## src/design/sisa_pkg.sv

```systemverilog
// Shared types, constants and the slot period table of the serial id slot allocator.
`timescale 1ns / 1ps
package sisa_pkg;

    localparam int NUM_CORES  = 8;
    localparam int CORE_AW    = (NUM_CORES > 1) ? $clog2(NUM_CORES) : 1;
    localparam int CORE_ID_W  = 3;
    localparam int ID_W       = 64;
    localparam int EPOCH_W    = 32;
    localparam int SEQ_W      = 24;
    localparam int NODE_W     = 8;
    localparam int BACKOFF_W  = 24;
    localparam int PCT_W      = 7;
    localparam int K_W        = 7;
    localparam int CFG_IDX_W  = 2;
    localparam int CFG_DATA_W = 24;
    localparam int DIV_CNT_W  = $clog2(SEQ_W + 1);

    localparam logic [BACKOFF_W-1:0] BACKOFF_RESET  = BACKOFF_W'(100);
    localparam logic [PCT_W-1:0]     PCT_RESET      = PCT_W'(20);
    localparam logic                 PRIO_RESET     = 1'b1;

    typedef enum logic [CFG_IDX_W-1:0] {
        CFG_BACKOFF  = 2'd0,
        CFG_SLOT_PCT = 2'd1,
        CFG_PRIORITY = 2'd2,
        CFG_NONE     = 2'd3
    } t_cfg_idx;

    typedef enum logic [1:0] {
        FUNC_UPDATE       = 2'd0,
        FUNC_ALLOCATE     = 2'd1,
        FUNC_CHECK_PASSED = 2'd2,
        FUNC_CHECK_SLOT   = 2'd3
    } t_func;

    typedef struct packed {
        t_func                func;
        logic [CORE_ID_W-1:0] core_id;
        logic [ID_W-1:0]      value;
    } t_in_item;

    typedef struct packed {
        logic [ID_W-1:0] issued_id;
        logic            flag;
        logic            epoch_advanced;
        logic [ID_W-1:0] max_progress;
    } t_out_item;

    typedef struct packed {
        logic             start;
        logic [SEQ_W-1:0] dividend;
        logic [K_W-1:0]   divisor;
    } t_div_req;

    typedef struct packed {
        logic           done;
        logic [K_W-1:0] rem;
    } t_div_rsp;

    // Slot period 100 / pct + 1, with zero taken as one.
    function automatic logic [K_W-1:0] slot_period(input logic [PCT_W-1:0] pct);
        logic [K_W-1:0] k;
        if (pct <= PCT_W'(1))        k = K_W'(101);
        else if (pct == PCT_W'(2))   k = K_W'(51);
        else if (pct == PCT_W'(3))   k = K_W'(34);
        else if (pct == PCT_W'(4))   k = K_W'(26);
        else if (pct == PCT_W'(5))   k = K_W'(21);
        else if (pct == PCT_W'(6))   k = K_W'(17);
        else if (pct == PCT_W'(7))   k = K_W'(15);
        else if (pct == PCT_W'(8))   k = K_W'(13);
        else if (pct == PCT_W'(9))   k = K_W'(12);
        else if (pct == PCT_W'(10))  k = K_W'(11);
        else if (pct == PCT_W'(11))  k = K_W'(10);
        else if (pct == PCT_W'(12))  k = K_W'(9);
        else if (pct <= PCT_W'(14))  k = K_W'(8);
        else if (pct <= PCT_W'(16))  k = K_W'(7);
        else if (pct <= PCT_W'(20))  k = K_W'(6);
        else if (pct <= PCT_W'(25))  k = K_W'(5);
        else if (pct <= PCT_W'(33))  k = K_W'(4);
        else if (pct <= PCT_W'(50))  k = K_W'(3);
        else if (pct <= PCT_W'(100)) k = K_W'(2);
        else                         k = K_W'(1);
        return k;
    endfunction

endpackage

```

## src/design/sisa_ram.sv

```systemverilog
// Generic single-port-write, registered-read RAM.
`timescale 1ns / 1ps
module sisa_ram #(
    parameter int WIDTH = 64,
    parameter int DEPTH = 8,
    localparam int AW = (DEPTH > 1) ? $clog2(DEPTH) : 1
) (
    input  logic             i_clk,
    input  logic             i_we,
    input  logic [AW-1:0]    i_waddr,
    input  logic [WIDTH-1:0] i_wdata,
    input  logic             i_re,
    input  logic [AW-1:0]    i_raddr,
    output logic [WIDTH-1:0] o_rdata
);

    logic [WIDTH-1:0] r_mem [DEPTH];
    logic [WIDTH-1:0] r_rdata;

    always_ff @(posedge i_clk) begin
        if (i_we) begin
            r_mem[i_waddr] <= i_wdata;
        end
        if (i_re) begin
            r_rdata <= r_mem[i_raddr];
        end
    end

    assign o_rdata = r_rdata;

endmodule

```

## src/design/sisa_div.sv

```systemverilog
// Bit-serial remainder unit: sequence modulo slot period, one dividend bit per cycle.
`timescale 1ns / 1ps
module sisa_div
    import sisa_pkg::*;
(
    input  logic     i_clk,
    input  logic     i_rst_n,
    input  t_div_req i_req,
    output t_div_rsp o_rsp
);

    logic                 r_busy;
    logic                 r_done;
    logic [DIV_CNT_W-1:0] r_cnt;
    logic [SEQ_W-1:0]     r_dvd;
    logic [K_W-1:0]       r_div;
    logic [K_W-1:0]       r_rem;

    logic [K_W:0]   shifted;
    logic [K_W-1:0] n_rem;

    always_comb begin
        shifted = {r_rem, r_dvd[SEQ_W-1]};
        if (shifted >= {1'b0, r_div}) begin
            n_rem = K_W'(shifted - {1'b0, r_div});
        end else begin
            n_rem = K_W'(shifted);
        end
    end

    always_ff @(posedge i_clk) begin
        if (!i_rst_n) begin
            r_busy <= 1'b0;
            r_done <= 1'b0;
            r_cnt  <= '0;
        end else begin
            r_done <= 1'b0;
            if (i_req.start) begin
                r_busy <= 1'b1;
                r_cnt  <= DIV_CNT_W'(SEQ_W);
            end else if (r_busy) begin
                r_cnt <= r_cnt - DIV_CNT_W'(1);
                if (r_cnt == DIV_CNT_W'(1)) begin
                    r_busy <= 1'b0;
                    r_done <= 1'b1;
                end
            end
        end
    end

    always_ff @(posedge i_clk) begin
        if (i_req.start) begin
            r_dvd <= i_req.dividend;
            r_div <= i_req.divisor;
            r_rem <= '0;
        end else if (r_busy) begin
            // shift in the next dividend bit and reduce
            r_dvd <= {r_dvd[SEQ_W-2:0], 1'b0};
            r_rem <= n_rem;
        end
    end

    assign o_rsp.done = r_done;
    assign o_rsp.rem  = r_rem;

endmodule

```

## src/design/serial_id_slot_allocator.sv

```systemverilog
// Serial id slot allocator: per-core progress table in RAM, id allocation and slot checks.
// Update and check-passed do not use the divider; allocate and check-slot first wait on
// the 24-step bit-serial remainder unit.
// One transaction in flight: a new one is taken only after the result registers.
// Synchronous active-low reset clears the progress table (per-entry valid bits), the
// last issued id, the epoch and the maximum; registers return to 100, 20 and 1.
`timescale 1ns / 1ps
module serial_id_slot_allocator
    import sisa_pkg::*;
(
    input  logic                  i_clk,
    input  logic                  i_rst_n,
    input  logic                  i_in_valid,
    output logic                  o_in_stall,
    input  t_in_item              i_in_data,
    output logic                  o_out_valid,
    input  logic                  i_out_stall,
    output t_out_item             o_out_data,
    input  logic                  i_cfg_we,
    input  logic [CFG_IDX_W-1:0]  i_cfg_index,
    input  logic [CFG_DATA_W-1:0] i_cfg_data
);

    typedef enum logic [1:0] {
        S_IDLE,
        S_EXEC,
        S_DIV,
        S_FIN
    } t_state;

    t_state                r_state, n_state;
    logic [BACKOFF_W-1:0]  r_cfg_backoff;
    logic [PCT_W-1:0]      r_cfg_pct;
    logic                  r_cfg_prio;
    logic [NUM_CORES-1:0]  r_vld;
    logic [ID_W-1:0]       r_max, n_max;
    logic [ID_W-1:0]       r_last, n_last;
    logic [EPOCH_W-1:0]    r_epoch, n_epoch;
    t_in_item              r_req;
    logic [ID_W-1:0]       r_lb, n_lb;
    logic [ID_W-1:0]       r_res_id, n_res_id;
    logic                  r_res_flag, n_res_flag;
    logic                  r_res_adv, n_res_adv;
    logic                  r_out_valid;
    t_out_item             r_out;

    logic                  accept;
    logic                  out_free;
    logic [CORE_AW-1:0]    addr;
    logic                  in_range;
    logic [ID_W-1:0]       rdata;
    logic [ID_W-1:0]       entry;
    logic                  do_write;
    logic [K_W-1:0]        k;
    logic [SEQ_W:0]        bumped;
    logic [ID_W-1:0]       cand;
    logic [SEQ_W:0]        slot_seq;
    t_div_req              div_req;
    t_div_rsp              div_rsp;

    assign accept     = i_in_valid && (r_state == S_IDLE);
    assign o_in_stall = (r_state != S_IDLE);
    assign out_free   = !r_out_valid || !i_out_stall;
    assign addr       = CORE_AW'(r_req.core_id);
    assign in_range   = (7'(r_req.core_id) < 7'(NUM_CORES));
    assign entry      = r_vld[addr] ? rdata : '0;
    assign k          = slot_period(r_cfg_pct);
    assign do_write   = (r_state == S_EXEC) && (r_req.func == FUNC_UPDATE) && in_range
                        && (r_req.value > entry);

    sisa_ram #(
        .WIDTH (ID_W),
        .DEPTH (NUM_CORES)
    ) u_table (
        .i_clk   (i_clk),
        .i_we    (do_write),
        .i_waddr (addr),
        .i_wdata (r_req.value),
        .i_re    (accept),
        .i_raddr (CORE_AW'(i_in_data.core_id)),
        .o_rdata (rdata)
    );

    sisa_div u_div (
        .i_clk   (i_clk),
        .i_rst_n (i_rst_n),
        .i_req   (div_req),
        .o_rsp   (div_rsp)
    );

    always_comb begin
        n_state    = r_state;
        n_max      = r_max;
        n_last     = r_last;
        n_epoch    = r_epoch;
        n_lb       = r_lb;
        n_res_id   = r_res_id;
        n_res_flag = r_res_flag;
        n_res_adv  = r_res_adv;
        div_req    = '0;
        div_req.divisor = k;

        // lower bound: fastest progress moved ahead by the backoff, sequence carry ORs into epoch
        bumped = (SEQ_W + 1)'(r_max[NODE_W +: SEQ_W]) + (SEQ_W + 1)'(r_cfg_backoff);
        cand   = {r_max[ID_W-1 -: EPOCH_W] | EPOCH_W'(bumped[SEQ_W]),
                  bumped[SEQ_W-1:0], r_max[NODE_W-1:0]};
        slot_seq = (SEQ_W + 1)'(r_lb[NODE_W +: SEQ_W]) - (SEQ_W + 1)'(div_rsp.rem)
                   + (SEQ_W + 1)'(k);

        unique case (r_state)
            S_IDLE: begin
                if (accept) begin
                    n_state = S_EXEC;
                end
            end
            S_EXEC: begin
                n_res_id   = '0;
                n_res_flag = 1'b0;
                n_res_adv  = 1'b0;
                unique case (r_req.func)
                    FUNC_UPDATE: begin
                        if (do_write) begin
                            if ((r_req.value[ID_W-1 -: EPOCH_W] > entry[ID_W-1 -: EPOCH_W])
                                && (r_epoch == entry[ID_W-1 -: EPOCH_W])) begin
                                n_epoch   = r_req.value[ID_W-1 -: EPOCH_W];
                                n_res_adv = 1'b1;
                            end
                            if (r_req.value > r_max) begin
                                n_max = r_req.value;
                            end
                        end
                        n_state = S_FIN;
                    end
                    FUNC_ALLOCATE: begin
                        n_lb = (r_last > cand) ? r_last : cand;
                        div_req.start    = 1'b1;
                        div_req.dividend = n_lb[NODE_W +: SEQ_W];
                        n_state = S_DIV;
                    end
                    FUNC_CHECK_PASSED: begin
                        // entries only grow, so the running maximum answers this
                        n_res_flag = (r_max > r_req.value);
                        n_state    = S_FIN;
                    end
                    FUNC_CHECK_SLOT: begin
                        div_req.start    = 1'b1;
                        div_req.dividend = r_req.value[NODE_W +: SEQ_W];
                        n_state = S_DIV;
                    end
                    default: begin
                        n_state = S_FIN;
                    end
                endcase
            end
            S_DIV: begin
                if (div_rsp.done) begin
                    if (r_req.func == FUNC_ALLOCATE) begin
                        // round the sequence up to the next multiple of the period
                        n_res_id = {r_lb[ID_W-1 -: EPOCH_W] | EPOCH_W'(slot_seq[SEQ_W]),
                                    slot_seq[SEQ_W-1:0], r_lb[NODE_W-1:0]};
                        n_last   = n_res_id;
                    end else begin
                        n_res_flag = r_cfg_prio && (r_req.value != '0)
                                     && (div_rsp.rem == '0);
                    end
                    n_state = S_FIN;
                end
            end
            S_FIN: begin
                if (out_free) begin
                    n_state = S_IDLE;
                end
            end
            default: begin
                n_state = S_IDLE;
            end
        endcase
    end

    always_ff @(posedge i_clk) begin
        if (!i_rst_n) begin
            r_state     <= S_IDLE;
            r_out_valid <= 1'b0;
        end else begin
            r_state <= n_state;
            if (r_state == S_FIN && out_free) begin
                r_out_valid <= 1'b1;
                r_out       <= '{issued_id: r_res_id, flag: r_res_flag,
                                 epoch_advanced: r_res_adv, max_progress: r_max};
            end else if (r_out_valid && !i_out_stall) begin
                r_out_valid <= 1'b0;
            end
        end
    end

    always_ff @(posedge i_clk) begin
        if (!i_rst_n) begin
            r_cfg_backoff <= BACKOFF_RESET;
            r_cfg_pct     <= PCT_RESET;
            r_cfg_prio    <= PRIO_RESET;
            r_vld         <= '0;
            r_max         <= '0;
            r_last        <= '0;
            r_epoch       <= '0;
        end else begin
            if (i_cfg_we) begin
                unique case (t_cfg_idx'(i_cfg_index))
                    CFG_BACKOFF:  r_cfg_backoff <= i_cfg_data[BACKOFF_W-1:0];
                    CFG_SLOT_PCT: r_cfg_pct     <= i_cfg_data[PCT_W-1:0];
                    CFG_PRIORITY: r_cfg_prio    <= i_cfg_data[0];
                    default: begin
                    end
                endcase
            end
            if (do_write) begin
                r_vld[addr] <= 1'b1;
            end
            r_max   <= n_max;
            r_last  <= n_last;
            r_epoch <= n_epoch;
        end
    end

    always_ff @(posedge i_clk) begin
        if (accept) begin
            r_req <= i_in_data;
        end
        r_lb       <= n_lb;
        r_res_id   <= n_res_id;
        r_res_flag <= n_res_flag;
        r_res_adv  <= n_res_adv;
    end

    assign o_out_valid = r_out_valid;
    assign o_out_data  = r_out;

endmodule

```

## config.mk

```make
export PLATFORM = sky130hd
export DESIGN_NAME = serial_id_slot_allocator
export DESIGN_NICKNAME = d
export VERILOG_FILES = /design/src/design/sisa_pkg.sv /design/src/design/sisa_ram.sv /design/src/design/sisa_div.sv /design/src/design/serial_id_slot_allocator.sv
export SDC_FILE = /design/constraint.sdc
export NUM_CORES = 2
export LEC_CHECK = 0
export BUFFER_PORTS_ARGS = -buffer_cell sky130_fd_sc_hd__buf_2
export CAP_MARGIN = 20
export CORE_AREA = 3 3 362 364
export DETAILED_ROUTE_END_ITERATION = 12
export DIE_AREA = 0 0 365 367
export PLACE_DENSITY_LB_ADDON = 0.05
export SKIP_CTS_REPAIR_TIMING = 1
export SYNTH_ARGS = -nofsm -noshare
export SYNTH_HDL_FRONTEND = slang
export SYNTH_HIERARCHICAL = 1
export SYNTH_SLANG_ARGS = --single-unit
```

## constraint.sdc

```tcl
create_clock -name i_clk -period 10.9 [get_ports i_clk]
set_input_delay 0 -clock i_clk [delete_from_list [all_inputs] [get_ports i_clk]]
set_output_delay 0 -clock i_clk [all_outputs]
set_load 0.01 [all_outputs]
```

==> impl_metrics.json <==
{
  "critPathMaxFanout": 88,
  "synth_area_per_cell_um2": 13.94,
  "ys_ff_latch": 1153,
  "rrSetupSlack_ns": 4.03,
  "swShare": 0.2827,
  "r2r-start": "r_max[8]$_SDFFE_PN0P_",
  "fmax_mhz": 145.5,
  "power_frac_comb": 0.174,
  "reg2reg_to": "u_div/r_dvd[22]$_DFFE_PP_",
  "final_common_cell": "edfxtp_1",
  "setup_ws_ns": 4.028,
  "place_area_um2": 54500,
  "min-delay-path-class": "in2reg",
  "slew_violations": 0,
  "numPortBuffers": 231,
  "p_leak_uw": 0.02230,
  "clkLatencyLatePin_ns": 0.77,
  "p_seq_frac": 0.462,
  "crit_required_ns": 11.41,
  "hp-start": "i_cfg_index[1]",
  "power.switching_uw": 3513,
  "die_w_um": 365,
  "intPower_uw": 8914,
  "ios": 232,
  "drc": 0,
  "synth-edff-count": 936,
  "synth_area_um2": 51230,
  "dp_hpwl_mm": 87.73,
  "peakVddDrop_mv": 0.1646,
  "end_kind": "register",
  "r2r_cells": 19,
  "period_share": 0.6305,
  "avgRoutedWirePerCell_um": 22.44,
  "syn_inst": 3675,
  "grt_util_all_layers": 0.1962,
  "fin_crit_ns": 6.872,
  "dieArea_um2": 134000,
  "synthToLayoutAreaGrowth_pct": 18.75,
  "critical_path_class": "reg2reg",
  "root_buffer": "clkbuf_16",
  "htreeDepth": 4,
  "drive_above_1_share": 0.1822,
  "dr.pass1.iters": 5,
  "setup_viol": 0,
  "worst_hold_slack_ns": -0.02799,
  "clkPwrFrac": 0.363,
  "die_h_um": 367,
  "maxCapViolations": 0,
  "synth_nets": 4040,
  "start_util": 0.4012,
  "power.total_uw": 12430,
  "powerDensity_nw_per_um2": 204.3,
  "worst_pin_slew_ns": 1.057,
  "worst_ep_arrival_time_ns": 7.38,
  "cts_tree": "built",
  "detailedRoute.firstIterationViolations": 2193,
  "grt_start_max_net_pins": 92,
  "nNetsFinal": 4526,
  "post-route-cell-area_um2": 60840,
  "cts_buffer_depth": 3,
  "mostFrequentLayoutCells": "edfxtp_1 (936), nand2_1 (513), ha_1 (256), buf_2 (227)",
  "clk_pin_slew_ns": 0.06,
  "coreArea_um2": 127700,
  "seq_area_frac_synth": 0.6335,
  "place_ws_ns": 3.993,
  "finalSetupTns_ns": 0,
  "grt_pass1_wl_mm": 196.2,
  "slew_headroom": 0.2937,
  "rsz0062_at_grt": "false",
  "min_to": "r_cfg_pct[3]$_SDFFE_PN0P_",
  "violations": "hold timing",
  "status": "complete, but fails checks",
  "async_reset_ff_frac": 0,
  "clock_skew_ns": 0.02687,
  "routed_via_density": 5.239,
  "ys_warn_count": 6,
  "routed_wl_mm": 133.3,
  "numCtsBuffers": 131,
  "clkSinkCount": 1153,
  "antenna_found_initial": 4,
  "ant_nets": 0,
  "synth_flop_cell": "edfxtp_1",
  "gp_congestion": 0.8534,
  "placementRows": 131,
  "grt_pass1_vias": 30240,
  "hold_depth": 4,
  "final_hold_viol_count": 2,
  "gr-total-overflow": 0,
  "vias": 31110,
  "worstSetupStartpointType": "register",
  "synthDistinctLibCells": 98
}
-- critical path: stages, from the launching register on --
cell,delay [ns]
dfxtp_1,0.35
ha_1,0.23
fa_1,0.41
a21o_1,0.22
a221oi_1,0.49
o2111a_1,0.33
nor2_1,0.12
a221oi_1,0.60
mux2i_1,0.31
nor2_1,0.09
ha_1,0.32
nand2_1,0.06
or3_1,0.37
nor4_1,0.34
a2111oi_0,0.23
o22ai_4,0.74
buf_4,0.75
o21bai_1,0.24
a31oi_1,0.11
mux2_2,0.28
-- sequential cells by signal, summed over array words and instances, names as in the netlist, 3 cells and up --
register and count:
r_res_id 64, u_div/r_cnt 5, u_div/r_div 7, u_table/o_rdata 64, r_max 64, o_out_data 130
addr 3, u_div/r_dvd 24, r_cfg_backoff 24, r_vld 8, u_table/r_mem 512, r_last 64
r_req 66, r_epoch 32, u_div/r_rem 7, r_lb 64, r_cfg_pct 7
-- metal layers --
layer	wire length (um)	vias up	global-route usage
met5	0	-	0
met4	2585	0	0.05145
met3	6166	148	0.03302
met2	58740	679	0.2905
met1	65770	15490	0.2981
li1	-	14800	-
-- power groups by stage --
stage	registers, uW	logic, uW	clock network, uW
floorplan	5780	1370	0
global placement	5840	2130	0
detailed placement	5840	2140	0
CTS	5750	2150	4650
global route	5790	2410	4820
finish	5740	2170	4520
-- final cells by class --
type                       instances  area [um2]
fill                           11320       66850
sequential                      1153       32450
multi-input combinational       2157       17360
timing repair buffer             500        3672
clock buffer                     169        3566
tap                             1662        2079
clock inverter                    73       874.6
inverter                         218       818.3
antenna                            6       15.01
-- how the worst max path moves through the flow --
stage / startpoint / end / slack (ns) / cells after the start
2_1_floorplan: addr[0]$_DFFE_PP_ / u_table/r_mem[0][0]$_DFFE_PP_ / 2.00 / 17
3_3_place_gp: r_max[8]$_SDFFE_PN0P_ / u_div/r_dvd[22]$_DFFE_PP_ / 4.07 / 19
3_5_place_dp: r_max[8]$_SDFFE_PN0P_ / u_div/r_dvd[22]$_DFFE_PP_ / 3.99 / 19
4_1_cts: r_max[8]$_SDFFE_PN0P_ / u_div/r_dvd[22]$_DFFE_PP_ / 3.96 / 19
5_1_grt: r_max[8]$_SDFFE_PN0P_ / u_div/r_dvd[23]$_DFFE_PP_ / 3.63 / 19
6_report: r_max[8]$_SDFFE_PN0P_ / u_div/r_dvd[22]$_DFFE_PP_ / 4.03 / 19
-- cell families after synthesis --
logic type      Yosys count  share of synthesized area
fa+ha+maj               265                    0.06604
flops                  1153                     0.6335
compound gates          562                    0.07298
buf+inv                 365                    0.03009
simple gates            921                    0.08516
mux                     348                     0.1018
xor+xnor                 61                    0.01043
-- per-stage QoR --
stage | std cells | util
floorplan | 3675 | -
global placement | 5502 | 0.4268
detailed placement | 5502 | 0.4268
CTS | 5744 | 0.4616
global route | 5932 | 0.4763
finish | 5938 | 0.4765
-- cells in the mapped netlist, drive strengths merged (8+ instances only) --
cell     count  area share
edfxtp     936        0.55
nand2      514       0.038
ha         256       0.063
dfxtp      217       0.085
inv        217       0.016
a21oi      134       0.013
mux4       128       0.056
o21ai      120       0.012
mux2i      114       0.022
mux2       106       0.023
clkbuf      95      0.0070
a21boi      81       0.012
nor2        77      0.0056
and2        66      0.0081
buf         52      0.0072
nand4       52      0.0064
xnor2       44      0.0075
a21o        39      0.0057
nand3       36      0.0037
o21a        32      0.0047
nor4        30      0.0041
a31oi       27      0.0034
nor2b       27      0.0033
nor3        26      0.0026
a211oi      21      0.0033
nand2b      19      0.0023
xor2        17      0.0029
and3        14      0.0017
o31ai       14      0.0022
a2111oi     10      0.0017
or2         10      0.0012
fa           9      0.0035
o21bai       8      0.0012
Note: power is estimated with default switching activity, not from simulation.
